`config.mk`:
```
export PLATFORM = sky130hd
export DESIGN_NAME = mm4_out_flat
export DESIGN_NICKNAME = d
export VERILOG_FILES = /design/src/hw/rtl/mm4_pkg.sv /design/src/hw/rtl/mm4_if.sv /design/src/hw/rtl/mm4_out.sv /design/src/flat_wrapper.sv
export VERILOG_INCLUDE_DIRS = /design/src /design/src/hw/rtl
export SDC_FILE = /design/constraint.sdc
export NUM_CORES = 1
export LEC_CHECK = 0
export ABC_AREA = 1
export BUFFER_PORTS_ARGS = -buffer_cell sky130_fd_sc_hd__buf_4
export CORE_AREA = 2 2 205 207
export CTS_CLUSTER_DIAMETER = 60
export CTS_CLUSTER_SIZE = 12
export DETAILED_ROUTE_END_ITERATION = 8
export DIE_AREA = 0 0 207 209
export PLACE_DENSITY = 0.74
export SLEW_MARGIN = 5
export SYNTH_ARGS = -nofsm -noshare
export SYNTH_HDL_FRONTEND = slang
export SYNTH_SLANG_ARGS = --single-unit
export TNS_END_PERCENT = 1
```
`constraint.sdc`:
```
create_clock -name clk -period 9.5 [get_ports clk]
set_clock_uncertainty 0.05 [all_clocks]
set_input_delay 1.9 -clock clk [delete_from_list [all_inputs] [get_ports clk]]
set_output_delay 1.9 -clock clk [all_outputs]
set_load 0.1 [all_outputs]
```
`src/hw/rtl/assert_macros.svh`:
```
// Assertion macros shared by the RTL modules of the 4x4 matrix multiply core.
// Every macro samples on clk and is disabled while rst is high.
`ifndef ASSERT_MACROS_SVH
`define ASSERT_MACROS_SVH

// Same-cycle implication.
`define ASSERT_IMPL(label, ante, cons, msg) \
  label: assert property (@(posedge clk) disable iff (rst) (ante) |-> (cons)) \
    else $error(msg);

// Next-cycle implication.
`define ASSERT_NEXT(label, ante, cons, msg) \
  label: assert property (@(posedge clk) disable iff (rst) (ante) |=> (cons)) \
    else $error(msg);

`endif

```
`src/hw/rtl/mm4_pkg.sv`:
```
// Package of the 4x4 matrix multiply core: sizes, operation codes, item types.
// Used by the cells, the output stage and the top level.
package mm4_pkg;

  localparam int DIM       = 4;
  localparam int FRAC_BITS = 16;
  localparam int NFIELD    = 4;
  localparam int NCELL     = (DIM < NFIELD) ? DIM : NFIELD;
  localparam int CIDX_W    = (NCELL > 1) ? $clog2(NCELL) : 1;
  localparam int ROW_W     = 2;
  localparam int EL_W      = 32;
  localparam int PROD_W    = 2 * EL_W;
  localparam int ACC_W     = PROD_W + $clog2(NCELL);
  localparam int SH_W      = ACC_W - FRAC_BITS;

  localparam logic [EL_W-1:0] SAT_MAX = 32'h7FFF_FFFF;
  localparam logic [EL_W-1:0] SAT_MIN = 32'h8000_0000;

  typedef enum logic {
    OP_LOAD = 1'b0,
    OP_MULT = 1'b1
  } op_t;

  typedef struct packed {
    logic                              valid;
    op_t                               op;
    logic [ROW_W-1:0]                  row;
    logic [NCELL-1:0][EL_W-1:0]        elem;
    logic [NCELL-1:0][ACC_W-1:0]       acc;
  } mm4_item_t;

  typedef struct packed {
    logic [ROW_W-1:0]                  row;
    logic [NFIELD-1:0][EL_W-1:0]       e;
    logic                              sat;
  } mm4_res_t;

endpackage

```
`src/hw/rtl/mm4_if.sv`:
```


interface mm4_out_if;
  logic               valid;
  logic               ready;
  logic [1:0]         out_row;
  logic signed [31:0] out_e0;
  logic signed [31:0] out_e1;
  logic signed [31:0] out_e2;
  logic signed [31:0] out_e3;
  logic               saturated;

  modport source (output valid, out_row, out_e0, out_e1, out_e2, out_e3, saturated,
                  input ready);
  modport sink   (input valid, out_row, out_e0, out_e1, out_e2, out_e3, saturated,
                  output ready);
endinterface

```
`src/hw/rtl/mm4_out.sv`:
```
// Output stage: registers the final sums, scales and saturates them, and drives
// the product channel through an output register and a skid register. Depends on mm4_pkg.
`include "assert_macros.svh"

module mm4_out (
  input  logic               clk,
  input  logic               rst,
  input  mm4_pkg::mm4_item_t tail,
  output logic               en,
  mm4_out_if.source          products
);
  import mm4_pkg::*;

  mm4_item_t              s_item;
  mm4_res_t               res;
  mm4_res_t               od;
  mm4_res_t               sd;
  logic                   ov;
  logic                   sv;
  logic                   x;
  logic signed [ACC_W-1:0] scaled [NCELL];
  logic [SH_W-1:0]        sh [NCELL];
  logic [SH_W-EL_W:0]     top;

  assign en = !sv;
  assign x  = s_item.valid && (s_item.op == OP_MULT);

  always_ff @(posedge clk) begin
    if (rst) begin
      s_item.valid <= 1'b0;
    end else if (en) begin
      s_item.valid <= tail.valid;
    end
  end

  always_ff @(posedge clk) begin
    if (en) begin
      s_item.op   <= tail.op;
      s_item.row  <= tail.row;
      s_item.elem <= tail.elem;
      s_item.acc  <= tail.acc;
    end
  end

  always_comb begin
    res.row = s_item.row;
    res.sat = 1'b0;
    res.e   = '0;
    top     = '0;
    for (int j = 0; j < NCELL; j++) begin
      scaled[j] = $signed(s_item.acc[j]) >>> FRAC_BITS;
      sh[j]     = scaled[j][SH_W-1:0];
    end
    for (int j = 0; j < NCELL; j++) begin
      top = sh[j][SH_W-1:EL_W-1];
      if ((&top) || !(|top)) begin
        res.e[j] = sh[j][EL_W-1:0];
      end else begin
        res.sat  = 1'b1;
        res.e[j] = sh[j][SH_W-1] ? SAT_MIN : SAT_MAX;
      end
    end
  end

  always_ff @(posedge clk) begin
    if (rst) begin
      ov <= 1'b0;
      sv <= 1'b0;
    end else if (!sv) begin
      if (!ov || products.ready) begin
        ov <= x;
      end else if (x) begin
        sv <= 1'b1;
      end
    end else if (products.ready) begin
      ov <= 1'b1;
      sv <= 1'b0;
    end
  end

  always_ff @(posedge clk) begin
    if (!sv) begin
      if (!ov || products.ready) begin
        od <= res;
      end else begin
        sd <= res;
      end
    end else if (products.ready) begin
      od <= sd;
    end
  end

  assign products.valid     = ov;
  assign products.out_row   = od.row;
  assign products.out_e0    = od.e[0];
  assign products.out_e1    = od.e[1];
  assign products.out_e2    = od.e[2];
  assign products.out_e3    = od.e[3];
  assign products.saturated = od.sat;

  `ASSERT_IMPL(skid_needs_out, sv, ov, "skid full while output register empty")
  `ASSERT_NEXT(skid_fill, !sv && ov && !products.ready && x, sv, "result lost on stall")
  `ASSERT_NEXT(skid_drain, sv && products.ready, ov && !sv, "skid did not drain")

endmodule

```
`src/flat_wrapper.sv`:
```
// flat-port wrapper written by rule: the top's interface ports become plain ports
module mm4_out_flat import mm4_pkg::*;
  (clk, rst, tail, en, products_valid, products_out_row, products_out_e0, products_out_e1, products_out_e2, products_out_e3, products_saturated, products_ready);
  mm4_out_if products_i ();
  input  logic clk;
  input  logic rst;
  input  mm4_pkg::mm4_item_t tail;
  output logic en;
  output wire logic [$bits(products_i.valid)-1:0] products_valid;
  output wire logic [$bits(products_i.out_row)-1:0] products_out_row;
  output wire logic [$bits(products_i.out_e0)-1:0] products_out_e0;
  output wire logic [$bits(products_i.out_e1)-1:0] products_out_e1;
  output wire logic [$bits(products_i.out_e2)-1:0] products_out_e2;
  output wire logic [$bits(products_i.out_e3)-1:0] products_out_e3;
  output wire logic [$bits(products_i.saturated)-1:0] products_saturated;
  input wire logic [$bits(products_i.ready)-1:0] products_ready;
  assign products_valid = products_i.valid;
  assign products_out_row = products_i.out_row;
  assign products_out_e0 = products_i.out_e0;
  assign products_out_e1 = products_i.out_e1;
  assign products_out_e2 = products_i.out_e2;
  assign products_out_e3 = products_i.out_e3;
  assign products_saturated = products_i.saturated;
  assign products_i.ready = products_ready;
  mm4_out u_core (.clk(clk), .rst(rst), .tail(tail), .en(en), .products(products_i));
endmodule
```
==> results by group <==
Run status
  – Outcome: completed

Clock tree
  – Post_cts resized: 0
  – Latest clock arrival within the worst-skew pair: just under 600 ps
  – CTS tree: done
  – Hold-fix buffers, CTS: 0
  – H-tree lvl count: 2
  – Clk sink count: 468
  – Postcts setup bufs: 0
  – TritonCTS Buffers: between 40 and 50
  – Clock Tree Root: clkbuf_16
  – Clock transition at path regs: ~60 ps
  – Max Root-Sink Buffers: 3

Floorplanning
  – Die Y: 209 um
  – Core box area: approximately 0.041 mm2
  – Starting Density: 42.8%
  – Die Width: approximately 210 um
  – IO Count: 532
  – Die area: 0.0433 mm2
  – Row cnt: 75

GRT
  – Largest net degree at the start of global routing: 93
  – First-pass GRT wire length: approximately 57000 um
  – Vias in the first global route: around 10000
  – Overflow after GRT: 0
  – Overall Global Routing Usage: 17.0%
  – Initial antenna violation count: 7

Detailed routing
  – DRC errors left: 0
  – Post-DR vias/cell: between 4 and 5
  – Drt pass-1 iters: 4
  – WL/cell: around 17 um
  – Post-Route WL: about 38000 um
  – Routed via count: 10404
  – Initial drt markers: 729
  – Antenna Violating Nets Remaining: 0

Worst setup path
  – Crit. End Element: flop
  – Worst path arrival time: around 4000 ps
  – Reg2Reg Depth: 4
  – WP data required: approximately 9600 ps
  – Startpoint Class: input port
  – Setup CP Type: in2reg
  – Crit Path Max Fanout: 67

Timing
  – Slew @ Worst Pin: 1120 ps
  – Final hold vios: 0
  – Count of final setup violators: 0
  – Final hold slack: 400 ps
  – Fmax: approximately 260 MHz
  – Slew headroom: between 20% and 30%
  – Fin crit period: 3880 ps
  – Pins over their slew limit: 0
  – Post-route setup TNS: 0 ps
  – Final Cycle Share: 40.9%
  – RSZ-0062 raised after global routing: no

Synthesis
  – Synth top area share: slightly below 80%
  – Number of synthesized register bits: 468
  – Ranking of synthesized cells by area: edfxtp_1, nand2_1, nand2_2
  – Syn Nets: about 1700
  – Post-Syn Area: approximately 0.018 mm2
  – Cell taking the most area after synthesis: edfxtp_1
  – Synthesized instance count: between 1000 and 1500
  – Sequential fraction of the synthesis area: 79.4%
  – Syn_area_per_cell: around 13 um2
  – Unique masters post-synth: 21
  – Synth warn: 0

Hold path
  – Worst hold path depth: 0
  – Hold Crit Class: reg2reg

Flow run
  – Maxcap violations: 0

Placed design
  – Port bufs: between 300 and 400
  – GPL Wtd Cong: ~0.78
  – Final HPWL DP: approximately 24000 um

Pwr
  – Sw Ratio: roughly 24%
  – LEAKAGE: 8.95 nW
  – Peak supply drop: between 0.00015 and 0.0002 V
  – Combinational power share: 10.6%
  – Pwr/cell area: 210 mW/mm2
  – Switching Power: between 0.001 and 0.0015 W
  – Final Total Pwr: ~0.0046 W
  – Internal Power: about 0.0035 W
  – Seq pwr share: between 50% and 60%
  – Clock share of power: between 30% and 40%

Cells and area
  – Synth-to-layout area growth: 24.7%
  – Post-layout util: between 50% and 60%
  – Commonest cells after routing, fill and taps aside: nand2_1, edfxtp_1, buf_4
  – Proportion of layout cells with a drive suffix above 1: 30.2%
  – Fillcell total: between 3000 and 4000
  – Final net count: 2053
  – Commonest non-fill, non-tap cell in the layout: nand2_1
## registers in the layout, summed over array words and instances (netlist names)
signal                     count
u_core.products.out_e0        32
u_core.products.out_e1        32
u_core.products.out_e2        32
u_core.products.out_e3        32
u_core.products.out_row        2
u_core.products.saturated      1
u_core.products.valid          1
u_core.res                     2
u_core.s_item                202
u_core.sd                    131
u_core.sv                      1
## per-stage QoR
| step | std cells | setup slack, ps | instance area (um2) |
|---|---|---|---|
| after floorplan | 1312 | 665 | 17700 |
| after detailed placement | 2144 | 5040 | 20600 |
| after global placement | 2144 | 5050 | 20600 |
| final | 2214 | 5620 | 22000 |
| after global routing | 2210 | 5480 | 22000 |
| after CTS | 2210 | 5610 | 22000 |
## synthesized netlist by cell type
| library cell | number |
|---|---|
| o21ai_0 | 5 |
| nand3_1 | 6 |
| dfxtp_1 | 3 |
| nand2_1 | 597 |
| buf_6 | 18 |
| a21oi_1 | 2 |
| clkbuf_1 | 32 |
| buf_4 | 3 |
| nand3_2 | 6 |
| nand2_4 | 3 |
| edfxtp_1 | 465 |
| or2_1 | 6 |
| buf_2 | 3 |
| a211oi_1 | 1 |
| inv_1 | 8 |
| nor2_1 | 58 |
| nand4_1 | 9 |
| buf_1 | 1 |
| o21ai_1 | 1 |
| nand2_2 | 84 |
| nor3_1 | 1 |
## power by group through the flow
stage               sequential (W)  clock (W)  combinational, W
floorplan                  0.00271          0         0.0000701
global placement           0.00244          0          0.000487
detailed placement         0.00244          0          0.000492
CTS                        0.00240    0.00178          0.000493
global route               0.00241    0.00186          0.000511
finish                     0.00240    0.00173          0.000489
## path summary, 6_finish.rpt
check / to / slack [ps] / from
setup / recovery: u_core.sd[114] / 5620 / products_ready
setup reg to reg: u_core.products.out_e2[0] / 5820 / u_core.sv
hold reg to reg: u_core.sd[129] / 400 / u_core.res[129]
hold / removal: u_core.sd[129] / 400 / u_core.res[129]
## critical path, cell delays in order
cell     delay (ps)
buf_4           110
inv_1           100
nand2_1         120
nor2_4           90
buf_4           730
buf_4           810
## cells by family after synthesis
logic type	synth area share [%]
AO/OA/AOI/OAI	0.269
buffers and inverters	2.23
flip-flops	79.4
AND/OR/NAND/NOR	18.1
## cell type report
| type | instances | area [um2] | area share (%) |
|---|---|---|---|
| Antenna cell | 4 | 10.0 | 0.0454 |
| Clock inverter | 9 | 145 | 0.659 |
| Inverter | 8 | 37.5 | 0.170 |
| Sequential cell | 468 | 14000 | 63.6 |
| Multi-Input combinational cell | 779 | 3270 | 14.9 |
| Clock buffer | 57 | 1240 | 5.65 |
| Timing Repair Buffer | 350 | 2630 | 11.9 |
| Tap cell | 539 | 674 | 3.06 |
## routing by layer
metal,GRT usage [%],vias up,wire (um)
met5,0,-,53
met4,6.77,8,1160
met3,6.19,78,3470
met2,26.6,350,17500
met1,21.8,4840,15400
li1,-,5128,-
(Power assumes the default switching activity.)
